==> config.mk <==
export PLATFORM = sky130hd
export DESIGN_NAME = haptic_pattern_generator
export DESIGN_NICKNAME = d
export VERILOG_FILES = /design/src/rtl/core/hpg_pkg.sv /design/src/rtl/core/hpg_sine_rom.sv /design/src/rtl/core/haptic_pattern_generator.sv
export SDC_FILE = /design/constraint.sdc
export NUM_CORES = 2
export LEC_CHECK = 0
export ABC_AREA = 0
export BUFFER_PORTS_ARGS = -buffer_cell sky130_fd_sc_hd__buf_2
export CAP_MARGIN = 15
export CORE_MARGIN = 5
export CORE_UTILIZATION = 45
export DETAILED_ROUTE_END_ITERATION = 7
export SETUP_SLACK_MARGIN = 0.5
export SLEW_MARGIN = 20
export SYNTH_ARGS = -nofsm -noshare
export SYNTH_HDL_FRONTEND = slang
export SYNTH_SLANG_ARGS = --single-unit
==> constraint.sdc <==
create_clock -name i_clk -period 19.5 [get_ports i_clk]
set_input_delay 5.85 -clock i_clk [delete_from_list [all_inputs] [get_ports i_clk]]
set_output_delay 5.85 -clock i_clk [all_outputs]
set_load 0.02 [all_outputs]
==> src/rtl/core/hpg_pkg.sv <==
// Shared constants and types for the haptic pattern generator.
package hpg_pkg;

    // Default sizes
    localparam int HPG_TIMER_WIDTH  = 32;
    localparam int HPG_SINE_ENTRIES = 256;

    // Drive levels, Q0.16 with full drive as 65535
    localparam logic [15:0] LVL_ZERO   = 16'd0;
    localparam logic [15:0] LVL_FULL   = 16'd65535;
    localparam logic [15:0] LVL_HIGH   = 16'd52428;
    localparam logic [15:0] LVL_LOW    = 16'd45875;
    localparam logic [15:0] LVL_MED    = 16'd22937;
    localparam logic [15:0] LVL_IMPACT = 16'd773;
    localparam logic [15:0] LVL_HALF   = 16'd32768;
    localparam logic [15:0] LVL_FIFTH  = 16'd13107;

    // Ramp steps and ceilings for low, medium and high
    localparam logic [15:0] RAMP_STEP_L = 16'd655;
    localparam logic [15:0] RAMP_STEP_M = 16'd3277;
    localparam logic [15:0] RAMP_STEP_H = 16'd6554;
    localparam logic [15:0] RAMP_CEIL_L = 16'd19661;
    localparam logic [15:0] RAMP_CEIL_M = 16'd32768;
    localparam logic [15:0] RAMP_CEIL_H = 16'd65535;

    // Pattern timing in microseconds
    localparam int T_RAMP_STEP  = 500000;
    localparam int T_WALK_ON    = 200000;
    localparam int T_WALK_OFF   = 400000;
    localparam int T_BEAT       = 1000000;
    localparam int T_BEAT_GAP   = 200000;
    localparam int T_BURST_FULL = 100000;
    localparam int T_BURST_HALF = 300000;
    localparam int T_BURST_LOW  = 500000;
    localparam int PULSE_HALF   = 100000;
    localparam int PULSE_PERIOD = 200000;
    localparam int SWEEP_PERIOD = 1000000;

    // Residue register widths and their pre-reduction sum widths
    localparam int PULSE_RES_W = 18;
    localparam int PULSE_SUM_W = 20;
    localparam int SWEEP_RES_W = 20;
    localparam int SWEEP_SUM_W = 22;

    // Noise source: Galois LFSR, right shift
    localparam logic [15:0] LFSR_SEED = 16'hACE1;
    localparam logic [15:0] LFSR_TAPS = 16'hB400;

    // Reduction of the noise word modulo 100 by reciprocal multiply
    localparam int          RUMBLE_MOD    = 100;
    localparam int          RUMBLE_IDX_W  = 7;
    localparam int          RUMBLE_SHIFT  = 23;
    localparam logic [16:0] RUMBLE_RECIP  = 17'd83887;
    localparam int          RUMBLE_PROD_W = 33;
    localparam int          RUMBLE_QUOT_W = 10;

    // Sweep phase: divide by 10^6 as a shift by 6 and a divide by 15625
    localparam int SWEEP_PRESHIFT = 6;
    localparam int SWEEP_ODD      = 15625;
    localparam int SWEEP_ODD_BITS = 14;

    typedef enum logic [3:0] {
        EFF_OFF       = 4'd0,
        EFF_LOW       = 4'd1,
        EFF_MED       = 4'd2,
        EFF_HIGH      = 4'd3,
        EFF_RAMP_L    = 4'd4,
        EFF_RAMP_M    = 4'd5,
        EFF_RAMP_H    = 4'd6,
        EFF_IMPACT    = 4'd7,
        EFF_WALK      = 4'd8,
        EFF_HEARTBEAT = 4'd9,
        EFF_RUMBLE    = 4'd10,
        EFF_PULSE     = 4'd11,
        EFF_SWEEP     = 4'd12,
        EFF_BURST     = 4'd13
    } t_effect;

    // Where a beat's level finally comes from
    typedef enum logic [1:0] {
        KIND_FIXED  = 2'd0,
        KIND_RUMBLE = 2'd1,
        KIND_SWEEP  = 2'd2
    } t_kind;

endpackage

==> src/rtl/core/hpg_sine_rom.sv <==
// Raised sine table for the sweep effect, registered read.
module hpg_sine_rom
    import hpg_pkg::*;
#(
    parameter int ENTRIES = HPG_SINE_ENTRIES
) (
    input  logic                       i_clk,
    input  logic                       i_en,
    input  logic [$clog2(ENTRIES)-1:0] i_addr,
    output logic [15:0]                o_data
);

    localparam logic [63:0] NN = 64'(ENTRIES);
    localparam logic [63:0] N5 = 64'd5 * NN * NN;

    logic [15:0] rom_tab [ENTRIES];
    logic [15:0] r_data;

    // Build each entry from the Bhaskara form of (1 + sin) / 2
    for (genvar g = 0; g < ENTRIES; g++) begin : g_entry
        localparam logic [63:0] X     = 64'(g) * 64'd2;
        localparam bit          UPPER = (X < NN);
        localparam logic [63:0] A     = UPPER ? X : (X - NN);
        localparam logic [63:0] T     = A * (NN - A);
        localparam logic [63:0] D     = N5 - 64'd4 * T;
        localparam logic [63:0] NUM   = UPPER ? (64'd65535 * (N5 + 64'd12 * T))
                                              : (64'd65535 * (N5 - 64'd20 * T));
        localparam logic [63:0] V     = (NUM + D) / (64'd2 * D);
        assign rom_tab[g] = (V > 64'(LVL_FULL)) ? LVL_FULL : 16'(V);
    end

    // Read and hold
    always_ff @(posedge i_clk) begin
        if (i_en) begin
            r_data <= rom_tab[i_addr];
        end
    end

    assign o_data = r_data;

endmodule

==> src/rtl/core/haptic_pattern_generator.sv <==
// A result shows on o_valid once its tick beat has gone through the output register.
// Throughput: one tick per cycle while o_stall is low; the five stages are input,
// state update, noise/phase multiply, reciprocal multiply and table read, then the
// output register. Ticks that give no result leave a bubble and no output beat.
// Reset (synchronous, active low): timer 0, ramp level 0 rising, noise seed 0xACE1.
module haptic_pattern_generator
    import hpg_pkg::*;
#(
    parameter int TIMER_WIDTH  = HPG_TIMER_WIDTH,
    parameter int SINE_ENTRIES = HPG_SINE_ENTRIES
) (
    input  logic        i_clk,
    input  logic        i_rst_n,
    input  logic        i_valid,
    output logic        o_stall,
    input  logic [19:0] i_elapsed_us,
    input  logic [3:0]  i_effect,
    input  logic [3:0]  i_controller_id,
    output logic        o_valid,
    input  logic        i_stall,
    output logic [3:0]  o_target_id,
    output logic [15:0] o_left_level,
    output logic [15:0] o_right_level
);

    // Sweep phase arithmetic sizes
    localparam int          KW        = $clog2(SINE_ENTRIES);
    localparam logic [63:0] PHASE_MAX = 64'(SWEEP_PERIOD - 1) * 64'(SINE_ENTRIES);
    localparam int          PW        = $clog2(PHASE_MAX + 64'd1);
    localparam int          QL        = PW - SWEEP_PRESHIFT;
    localparam int          DSHIFT    = QL + SWEEP_ODD_BITS;
    localparam int          RECIP_W   = QL + 1;
    localparam int          PROD2_W   = QL + RECIP_W;
    localparam logic [63:0] RECIP64   =
        ((64'd1 << DSHIFT) + 64'(SWEEP_ODD - 1)) / 64'(SWEEP_ODD);
    localparam logic [RECIP_W-1:0] DIV_RECIP = RECIP_W'(RECIP64);

    // Residue correction when the timer wraps past 2^TIMER_WIDTH
    localparam logic [TIMER_WIDTH:0] WRAP_SPAN = (TIMER_WIDTH+1)'(1) << TIMER_WIDTH;
    localparam logic [PULSE_RES_W-1:0] WRAP_P =
        PULSE_RES_W'(WRAP_SPAN % (TIMER_WIDTH+1)'(PULSE_PERIOD));
    localparam logic [SWEEP_RES_W-1:0] WRAP_S =
        SWEEP_RES_W'(WRAP_SPAN % (TIMER_WIDTH+1)'(SWEEP_PERIOD));
    localparam logic [PULSE_SUM_W-1:0] ADJ_P = PULSE_SUM_W'(PULSE_PERIOD) - PULSE_SUM_W'(WRAP_P);
    localparam logic [SWEEP_SUM_W-1:0] ADJ_S = SWEEP_SUM_W'(SWEEP_PERIOD) - SWEEP_SUM_W'(WRAP_S);

    // Stage ready chain
    logic s1_rdy, s2_rdy, s3_rdy, s4_rdy, s5_rdy, out_rdy;

    // Stage 1: input register
    logic                   r_s1_vld;
    logic [19:0]            r_s1_us;
    t_effect                r_s1_eff;
    logic [3:0]             r_s1_id;
    logic [PULSE_RES_W-1:0] r_s1_up;
    logic [SWEEP_RES_W-1:0] r_s1_us6;
    logic [PULSE_RES_W-1:0] in_up;
    logic [SWEEP_RES_W-1:0] in_us6;

    // State
    logic [TIMER_WIDTH-1:0] r_timer, n_timer;
    logic [PULSE_RES_W-1:0] r_res_p, n_res_p;
    logic [SWEEP_RES_W-1:0] r_res_s, n_res_s;
    logic [15:0]            r_ramp_lvl, n_ramp_lvl;
    logic                   r_ramp_up, n_ramp_up;
    logic [15:0]            r_noise, n_noise;

    // Stage 2 combinational terms
    logic [TIMER_WIDTH:0]   tsum;
    logic [TIMER_WIDTH-1:0] tnew;
    logic [PULSE_SUM_W-1:0] psum;
    logic [SWEEP_SUM_W-1:0] ssum;
    logic [PULSE_RES_W-1:0] p_adv;
    logic [SWEEP_RES_W-1:0] s_adv;
    logic [15:0]            ramp_step, ramp_ceil, ramp_lvl;
    logic [16:0]            ramp_sum;
    logic [15:0]            noise_next;
    logic                   s2_emit;
    logic [15:0]            s2_lvl;
    t_kind                  s2_kind;

    // Stage 2..5 and output registers
    logic                   r_s2_vld, r_s3_vld, r_s4_vld, r_s5_vld, r_out_vld;
    logic [3:0]             r_s2_id, r_s3_id, r_s4_id, r_s5_id, r_out_id;
    t_kind                  r_s2_kind, r_s3_kind, r_s4_kind, r_s5_kind;
    logic [15:0]            r_s2_lvl, r_s3_lvl, r_s4_lvl, r_s5_lvl, r_out_lvl;
    logic [15:0]            r_s2_noise, r_s3_noise;
    logic [SWEEP_RES_W-1:0] r_s2_phase;
    logic [RUMBLE_PROD_W-1:0] r_s3_rprod;
    logic [PW-1:0]          r_s3_sprod;
    logic [RUMBLE_IDX_W-1:0] r_s4_ridx;
    logic [PROD2_W-1:0]     r_s4_sprod;

    logic [RUMBLE_QUOT_W-1:0] rum_quot;
    logic [15:0]              rum_rem;
    logic [KW-1:0]            sweep_idx;
    logic [15:0]              sine_q;
    logic [15:0]              rum_tab [RUMBLE_MOD];

    // Advance a stage when it is empty or its contents move on
    assign out_rdy = !r_out_vld || !i_stall;
    assign s5_rdy  = !r_s5_vld || out_rdy;
    assign s4_rdy  = !r_s4_vld || s5_rdy;
    assign s3_rdy  = !r_s3_vld || s4_rdy;
    assign s2_rdy  = !r_s2_vld || s3_rdy;
    assign s1_rdy  = !r_s1_vld || s2_rdy;
    assign o_stall = !s1_rdy;

    // Reduce the elapsed time by the pulse and sweep periods
    always_comb begin
        priority if (i_elapsed_us >= 20'(5 * PULSE_PERIOD)) begin
            in_up = PULSE_RES_W'(i_elapsed_us - 20'(5 * PULSE_PERIOD));
        end else if (i_elapsed_us >= 20'(4 * PULSE_PERIOD)) begin
            in_up = PULSE_RES_W'(i_elapsed_us - 20'(4 * PULSE_PERIOD));
        end else if (i_elapsed_us >= 20'(3 * PULSE_PERIOD)) begin
            in_up = PULSE_RES_W'(i_elapsed_us - 20'(3 * PULSE_PERIOD));
        end else if (i_elapsed_us >= 20'(2 * PULSE_PERIOD)) begin
            in_up = PULSE_RES_W'(i_elapsed_us - 20'(2 * PULSE_PERIOD));
        end else if (i_elapsed_us >= 20'(PULSE_PERIOD)) begin
            in_up = PULSE_RES_W'(i_elapsed_us - 20'(PULSE_PERIOD));
        end else begin
            in_up = PULSE_RES_W'(i_elapsed_us);
        end
        in_us6 = (i_elapsed_us >= 20'(SWEEP_PERIOD)) ? (i_elapsed_us - 20'(SWEEP_PERIOD))
                                                     : i_elapsed_us;
    end

    // Stage 1: capture the tick beat
    always_ff @(posedge i_clk) begin
        if (!i_rst_n) begin
            r_s1_vld <= 1'b0;
        end else if (s1_rdy) begin
            r_s1_vld <= i_valid;
        end
    end

    always_ff @(posedge i_clk) begin
        if (s1_rdy) begin
            r_s1_us  <= i_elapsed_us;
            r_s1_eff <= t_effect'(i_effect);
            r_s1_id  <= i_controller_id;
            r_s1_up  <= in_up;
            r_s1_us6 <= in_us6;
        end
    end

    // Advance the timer and both of its residues
    always_comb begin
        tsum = (TIMER_WIDTH+1)'(r_timer) + (TIMER_WIDTH+1)'(r_s1_us);
        tnew = tsum[TIMER_WIDTH-1:0];
        psum = PULSE_SUM_W'(r_res_p) + PULSE_SUM_W'(r_s1_up)
             + (tsum[TIMER_WIDTH] ? ADJ_P : '0);
        ssum = SWEEP_SUM_W'(r_res_s) + SWEEP_SUM_W'(r_s1_us6)
             + (tsum[TIMER_WIDTH] ? ADJ_S : '0);
        priority if (psum >= PULSE_SUM_W'(2 * PULSE_PERIOD)) begin
            p_adv = PULSE_RES_W'(psum - PULSE_SUM_W'(2 * PULSE_PERIOD));
        end else if (psum >= PULSE_SUM_W'(PULSE_PERIOD)) begin
            p_adv = PULSE_RES_W'(psum - PULSE_SUM_W'(PULSE_PERIOD));
        end else begin
            p_adv = PULSE_RES_W'(psum);
        end
        priority if (ssum >= SWEEP_SUM_W'(2 * SWEEP_PERIOD)) begin
            s_adv = SWEEP_RES_W'(ssum - SWEEP_SUM_W'(2 * SWEEP_PERIOD));
        end else if (ssum >= SWEEP_SUM_W'(SWEEP_PERIOD)) begin
            s_adv = SWEEP_RES_W'(ssum - SWEEP_SUM_W'(SWEEP_PERIOD));
        end else begin
            s_adv = SWEEP_RES_W'(ssum);
        end
    end

    // Pick ramp step and ceiling, step the noise source
    always_comb begin
        unique case (r_s1_eff)
            EFF_RAMP_L: begin
                ramp_step = RAMP_STEP_L;
                ramp_ceil = RAMP_CEIL_L;
            end
            EFF_RAMP_M: begin
                ramp_step = RAMP_STEP_M;
                ramp_ceil = RAMP_CEIL_M;
            end
            default: begin
                ramp_step = RAMP_STEP_H;
                ramp_ceil = RAMP_CEIL_H;
            end
        endcase
        ramp_sum   = 17'(r_ramp_lvl) + 17'(ramp_step);
        noise_next = r_noise[0] ? ((r_noise >> 1) ^ LFSR_TAPS) : (r_noise >> 1);
    end

    // Stage 2: effect decode and state update
    always_comb begin
        n_timer    = r_timer;
        n_res_p    = r_res_p;
        n_res_s    = r_res_s;
        n_ramp_lvl = r_ramp_lvl;
        n_ramp_up  = r_ramp_up;
        n_noise    = r_noise;
        ramp_lvl   = r_ramp_lvl;
        s2_emit    = 1'b1;
        s2_lvl     = LVL_ZERO;
        s2_kind    = KIND_FIXED;
        unique case (r_s1_eff)
            EFF_OFF:    s2_lvl = LVL_ZERO;
            EFF_LOW:    s2_lvl = LVL_LOW;
            EFF_MED:    s2_lvl = LVL_MED;
            EFF_HIGH:   s2_lvl = LVL_HIGH;
            EFF_IMPACT: s2_lvl = LVL_IMPACT;
            EFF_RAMP_L, EFF_RAMP_M, EFF_RAMP_H: begin
                n_timer = tnew;
                n_res_p = p_adv;
                n_res_s = s_adv;
                if (tnew > TIMER_WIDTH'(T_RAMP_STEP)) begin
                    if (r_ramp_up) begin
                        ramp_lvl = (ramp_sum > 17'(ramp_ceil)) ? ramp_ceil : ramp_sum[15:0];
                    end else begin
                        ramp_lvl = (r_ramp_lvl > ramp_step) ? (r_ramp_lvl - ramp_step)
                                                            : LVL_ZERO;
                    end
                    n_timer = '0;
                    n_res_p = '0;
                    n_res_s = '0;
                end
                priority if (ramp_lvl >= ramp_ceil) begin
                    n_ramp_up = 1'b0;
                end else if (ramp_lvl == LVL_ZERO) begin
                    n_ramp_up = 1'b1;
                end
                n_ramp_lvl = ramp_lvl;
                s2_lvl     = ramp_lvl;
            end
            EFF_WALK: begin
                n_timer = tnew;
                n_res_p = p_adv;
                n_res_s = s_adv;
                priority if (tnew < TIMER_WIDTH'(T_WALK_ON)) begin
                    s2_lvl = LVL_IMPACT;
                end else if (tnew < TIMER_WIDTH'(T_WALK_OFF)) begin
                    s2_lvl = LVL_ZERO;
                end else begin
                    n_timer = '0;
                    n_res_p = '0;
                    n_res_s = '0;
                    s2_emit = 1'b0;
                end
            end
            EFF_HEARTBEAT: begin
                n_timer = tnew;
                n_res_p = p_adv;
                n_res_s = s_adv;
                priority if (tnew > TIMER_WIDTH'(T_BEAT)) begin
                    s2_lvl  = LVL_HIGH;
                    n_timer = '0;
                    n_res_p = '0;
                    n_res_s = '0;
                end else if (tnew > TIMER_WIDTH'(T_BEAT_GAP)) begin
                    s2_lvl = LVL_ZERO;
                end else begin
                    s2_emit = 1'b0;
                end
            end
            EFF_RUMBLE: begin
                n_timer = tnew;
                n_res_p = p_adv;
                n_res_s = s_adv;
                n_noise = noise_next;
                s2_kind = KIND_RUMBLE;
            end
            EFF_PULSE: begin
                n_timer = tnew;
                n_res_p = p_adv;
                n_res_s = s_adv;
                s2_lvl  = (p_adv >= PULSE_RES_W'(PULSE_HALF)) ? LVL_ZERO : LVL_HIGH;
            end
            EFF_SWEEP: begin
                n_timer = tnew;
                n_res_p = p_adv;
                n_res_s = s_adv;
                s2_kind = KIND_SWEEP;
            end
            EFF_BURST: begin
                n_timer = tnew;
                n_res_p = p_adv;
                n_res_s = s_adv;
                priority if (tnew < TIMER_WIDTH'(T_BURST_FULL)) begin
                    s2_lvl = LVL_FULL;
                end else if (tnew < TIMER_WIDTH'(T_BURST_HALF)) begin
                    s2_lvl = LVL_HALF;
                end else if (tnew < TIMER_WIDTH'(T_BURST_LOW)) begin
                    s2_lvl = LVL_FIFTH;
                end else begin
                    s2_lvl  = LVL_ZERO;
                    n_timer = '0;
                    n_res_p = '0;
                    n_res_s = '0;
                end
            end
            default: s2_lvl = LVL_ZERO;
        endcase
    end

    // Commit state only when a tick moves into stage 2
    always_ff @(posedge i_clk) begin
        if (!i_rst_n) begin
            r_timer    <= '0;
            r_res_p    <= '0;
            r_res_s    <= '0;
            r_ramp_lvl <= LVL_ZERO;
            r_ramp_up  <= 1'b1;
            r_noise    <= LFSR_SEED;
        end else if (s2_rdy && r_s1_vld) begin
            r_timer    <= n_timer;
            r_res_p    <= n_res_p;
            r_res_s    <= n_res_s;
            r_ramp_lvl <= n_ramp_lvl;
            r_ramp_up  <= n_ramp_up;
            r_noise    <= n_noise;
        end
    end

    // Pipeline valid bits; ticks without a result drop out here
    always_ff @(posedge i_clk) begin
        if (!i_rst_n) begin
            r_s2_vld  <= 1'b0;
            r_s3_vld  <= 1'b0;
            r_s4_vld  <= 1'b0;
            r_s5_vld  <= 1'b0;
            r_out_vld <= 1'b0;
        end else begin
            if (s2_rdy) begin
                r_s2_vld <= r_s1_vld && s2_emit;
            end
            if (s3_rdy) begin
                r_s3_vld <= r_s2_vld;
            end
            if (s4_rdy) begin
                r_s4_vld <= r_s3_vld;
            end
            if (s5_rdy) begin
                r_s5_vld <= r_s4_vld;
            end
            if (out_rdy) begin
                r_out_vld <= r_s5_vld;
            end
        end
    end

    // Stage 2 payload
    always_ff @(posedge i_clk) begin
        if (s2_rdy) begin
            r_s2_id    <= r_s1_id;
            r_s2_kind  <= s2_kind;
            r_s2_lvl   <= s2_lvl;
            r_s2_noise <= n_noise;
            r_s2_phase <= n_res_s;
        end
    end

    // Stage 3: noise reciprocal product and sweep phase product
    always_ff @(posedge i_clk) begin
        if (s3_rdy) begin
            r_s3_id    <= r_s2_id;
            r_s3_kind  <= r_s2_kind;
            r_s3_lvl   <= r_s2_lvl;
            r_s3_noise <= r_s2_noise;
            r_s3_rprod <= RUMBLE_PROD_W'(r_s2_noise) * RUMBLE_PROD_W'(RUMBLE_RECIP);
            r_s3_sprod <= PW'(r_s2_phase) * PW'(SINE_ENTRIES);
        end
    end

    // Stage 4: noise remainder, sweep divide by reciprocal
    assign rum_quot = r_s3_rprod[RUMBLE_SHIFT +: RUMBLE_QUOT_W];
    assign rum_rem  = r_s3_noise - 16'(rum_quot) * 16'(RUMBLE_MOD);

    always_ff @(posedge i_clk) begin
        if (s4_rdy) begin
            r_s4_id    <= r_s3_id;
            r_s4_kind  <= r_s3_kind;
            r_s4_lvl   <= r_s3_lvl;
            r_s4_ridx  <= rum_rem[RUMBLE_IDX_W-1:0];
            r_s4_sprod <= PROD2_W'(r_s3_sprod[PW-1:SWEEP_PRESHIFT]) * PROD2_W'(DIV_RECIP);
        end
    end

    // Rumble level table: (65535 * (100 + r) + 100) / 200
    for (genvar g = 0; g < RUMBLE_MOD; g++) begin : g_rum
        localparam logic [31:0] RV = (32'd65535 * 32'(RUMBLE_MOD + g) + 32'(RUMBLE_MOD))
                                     / 32'(2 * RUMBLE_MOD);
        assign rum_tab[g] = 16'(RV);
    end

    // Stage 5: table reads
    assign sweep_idx = KW'(r_s4_sprod >> DSHIFT);

    hpg_sine_rom #(
        .ENTRIES (SINE_ENTRIES)
    ) u_sine_rom (
        .i_clk  (i_clk),
        .i_en   (s5_rdy),
        .i_addr (sweep_idx),
        .o_data (sine_q)
    );

    always_ff @(posedge i_clk) begin
        if (s5_rdy) begin
            r_s5_id   <= r_s4_id;
            r_s5_kind <= r_s4_kind;
            r_s5_lvl  <= (r_s4_kind == KIND_RUMBLE) ? rum_tab[r_s4_ridx] : r_s4_lvl;
        end
    end

    // Output register: hold the beat until taken
    always_ff @(posedge i_clk) begin
        if (out_rdy) begin
            r_out_id  <= r_s5_id;
            r_out_lvl <= (r_s5_kind == KIND_SWEEP) ? sine_q : r_s5_lvl;
        end
    end

    assign o_valid       = r_out_vld;
    assign o_target_id   = r_out_id;
    assign o_left_level  = r_out_lvl;
    assign o_right_level = r_out_lvl;

endmodule
==> metrics.md <==
| Metric | Value |
|---|---|
| Pwr Total | `6.23 mW` |
| Status | `complete, no violations` |
| Worst Path Required | `~14 ns` |
| Initial Util | `45.3%` |
| Fin. max-slew vios | `0` |
| Row count | `110` |
| Placer Congestion | `0.979` |
| Register area share after synthesis | `24.5%` |
| Cell Area, Synth | `slightly above 40,000 sq um` |
| Setup violators final | `0` |
| Clock transition at path regs | `0.06 ns` |
| WS Path Type | `input pin to primary output` |
| Layout cell share with drive strength beyond 1 | `7.07%` |
| Hold Slack | `0.401 ns` |
| Cell depth of the worst flop-to-flop path | `28` |
| DRC Markers | `0` |
| Syn Inst Count | `4,556` |
| Clk Latency, worst-skew pair | `0.59 ns` |
| Port-buffer cells | `a little under 70` |
| Synth cell types | `113` |
| First-pass iteration count of the detailed router | `6` |
| Hold Crit Depth | `0` |
| Vias in the first global route | `32,800` |
| PwrDens | `144 nW/um^2` |
| Via count | `33,800` |
| Peak supply drop | `0.134 mV` |
| DIE HEIGHT | `just over 300 microns` |
| H-tree levels | `2` |
| Setup crit end kind | `primary output` |
| Final worst path period share | `67.7%` |
| Final hold vios | `0` |
| Ys flop type | `edfxtp_1` |
| Die W | `311 microns` |
| Met2 Use GR | `a little under two fifths` |
| CTS Buf Count | `44` |
| Max cap viols | `0` |
| CTS Sinks | `370` |
| Setup TNS | `0 ns` |
| Fin nets | `5,281` |
| Max-slew headroom | `a little over a third` |
| Post-synth EDFFs | `261` |
| Final WL | `118,000 microns` |
| Leakage power figure | `19.6 nW` |
| Ys async rst share | `0%` |
| Clock root buffer | `clkbuf_16` |
| Die area | `between 90,000 and 100,000 sq um` |
| Type of origin of the critical path | `input pin` |
| Detail Placement HPWL | `90,300 microns` |
| Routed WL per cell | `approximately 21 microns` |
| Total gr overflow | `0` |
| Crit path time final | `13.20 ns` |
| M3 GR Usage | `between 3 and 4%` |
| Largest net degree at the start of global routing | `86` |
| Post-CTS Setup Repair Bufs | `0` |
| GR Layer Usage met1 | `34.3%` |
| Final ANT Viol Nets | `0` |
| Min-delay worst type | `flip-flop to flip-flop` |
| Total Routing Usage GR | `23.7%` |
| Area after DPL | `41,900 sq um` |
| Post-synthesis register bit count | `370` |
| Slew @ Worst Pin | `0.975 ns` |
| Post-detailed-route via-to-cell ratio | `roughly 6` |
| Antenna violations before repair | `6` |
| First-pass GRT wire length | `approximately 190,000 microns` |
| Area Overhead vs Synth | `6.33%` |
| Most Crowded Layer GR | `met2` |
| Fillers | `8,597` |
| Syn Nets | `5,374` |
| Inst Count DP | `about 5,600` |
| CTS tree | `yes` |
| Post-Layout Cell Count | `~5,700` |
| DRT iter0 DRCs | `3,317` |
| Post-route cell area | `~43,000 sq um` |
| RSZ-0062 raised after global routing | `false` |
| Clk buf depth | `3` |
| Maximum clock rate | `0.0757 GHz` |
| CP Max Fanout | `10` |
| Top Ports | `70` |
| Clock Skews | `0.0359 ns` |
| Core Area | `90,000 sq um` |
| Cts repair resizes | `0` |
| Warning count from the yosys run | `0` |
| Cts hold-fix bufs | `0` |
| Crit path arrival time | `about 7.4 ns` |
| Avg Inst Size Synth | `about 9.0 sq um` |
[synthesized netlist by cell type (21+ instances only)]
library cell / count / area, sq um
a21oi_1: 324 / 1620
o21ai_0: 321 / 1610
edfxtp_1: 261 / 7840
o21a_1: 28 / 210
a211oi_1: 55 / 413
ha_1: 501 / 6270
xor2_1: 42 / 368
nand2_1: 394 / 1480
dfxtp_1: 109 / 2180
a21o_1: 67 / 503
nand3_1: 90 / 450
nand4_1: 28 / 175
xnor2_1: 98 / 858
a221oi_1: 21 / 184
mux2_2: 37 / 417
o211ai_1: 44 / 330
inv_1: 478 / 1790
buf_1: 28 / 105
clkbuf_1: 201 / 754
and2_1: 25 / 156
nor3_1: 85 / 425
nand2b_1: 38 / 238
nor2_1: 328 / 1230
a311oi_1: 22 / 193
fa_1: 285 / 5710
nor2b_1: 45 / 282
a31oi_1: 54 / 338
and3_1: 32 / 200
o31ai_1: 28 / 210
o22ai_1: 39 / 244
[area by class of cell]
type	count	area (sq um)	share of cell area (%)
diodes	2	5.00	0.0115
clock buffers	59	1230	2.83
clock inverters	22	231	0.533
inverters	484	1820	4.19
multi-input cells	3446	27900	64.3
flip-flops and latches	370	10000	23.1
well taps	1176	1470	3.39
repair buffers	117	706	1.63
[routing by layer]
metal | share of wire (%) | routed length, microns
met3 | 6.6 | 7810
met4 | 3.2 | 3770
met1 | 46 | 54100
met5 | 0.010 | 12
met2 | 44 | 52600
[path summary, 6_finish.rpt]
check / startpoint / to / slack, ns
max reg2reg: r_s1_us[0] / r_s2_lvl[2] / 9.77
min: r_s2_lvl[1] / r_s3_lvl[1] / 0.40
max: i_stall / o_stall / 6.30
min reg2reg: r_s2_lvl[1] / r_s3_lvl[1] / 0.40
[critical path: stages]
cell     delay (ns)
buf_2          0.13
and3_1         0.26
and3_1         0.39
nand3_4        0.27
inv_1          0.23
buf_2          0.20
[metrics by stage]
step | utilization [%] | worst slack, ns
after floorplan | - | 5.46
after global placement | 46.6 | 6.31
after detailed placement | 46.6 | 6.33
after CTS | 48.2 | 6.32
after global routing | 48.2 | 6.23
final | 48.2 | 6.30
[cell usage in the layout, fill, tap and decap left out, types with 20 or more instances in the layout]
| master | instances |
|---|---|
| ha_1 | 501 |
| inv_1 | 476 |
| nand2_1 | 392 |
| nor2_1 | 328 |
| a21oi_1 | 324 |
| o21ai_0 | 320 |
| fa_1 | 285 |
| edfxtp_1 | 261 |
| dfxtp_1 | 109 |
| xnor2_1 | 98 |
| nand3_1 | 89 |
| nor3_1 | 84 |
| buf_2 | 69 |
| a21o_1 | 67 |
| a211oi_1 | 55 |
| a31oi_1 | 54 |
| buf_4 | 48 |
| nor2b_1 | 45 |
| clkbuf_16 | 45 |
| o211ai_1 | 44 |
| xor2_1 | 42 |
| o22ai_1 | 39 |
| nand2b_1 | 38 |
| mux2_2 | 37 |
| and3_1 | 32 |
| nand4_1 | 28 |
| o21a_1 | 28 |
| o31ai_1 | 28 |
| and2_1 | 24 |
| a311oi_1 | 22 |
| a221oi_1 | 21 |
| a22oi_1 | 20 |
[power by group]
| part | switching, mW | internal [mW] |
|---|---|---|
| Combinational | 2.65 | 1.70 |
| Sequential | 0.0687 | 0.966 |
| Clock | 0.349 | 0.488 |
[state kept, by name, indices dropped and copies added (netlist names), 8 cells and up]
name               cells
r_timer               32
o_left_level          16
r_s4_sprod             8
r_res_p               18
r_s1_us               20
r_noise               16
r_s2_phase            20
r_s3_sprod            20
r_res_s               20
u_sine_rom.o_data     16
r_s1_up               12
r_s4_lvl              16
r_s5_lvl              16
r_s3_lvl              16
r_ramp_lvl            16
r_s1_us6              14
r_s2_lvl              16
r_s2_noise            16
[logic make-up after synthesis]
family                   synth area share (%)
adder cells (fa/ha/maj)                  29.3
buffers and inverters                    7.12
flip-flops                               24.5
XOR/XNOR                                 3.04
multiplexers                             2.37
AO/OA/AOI/OAI                            19.8
AND/OR/NAND/NOR                          13.7
Power figures use the tool's default switching activity.
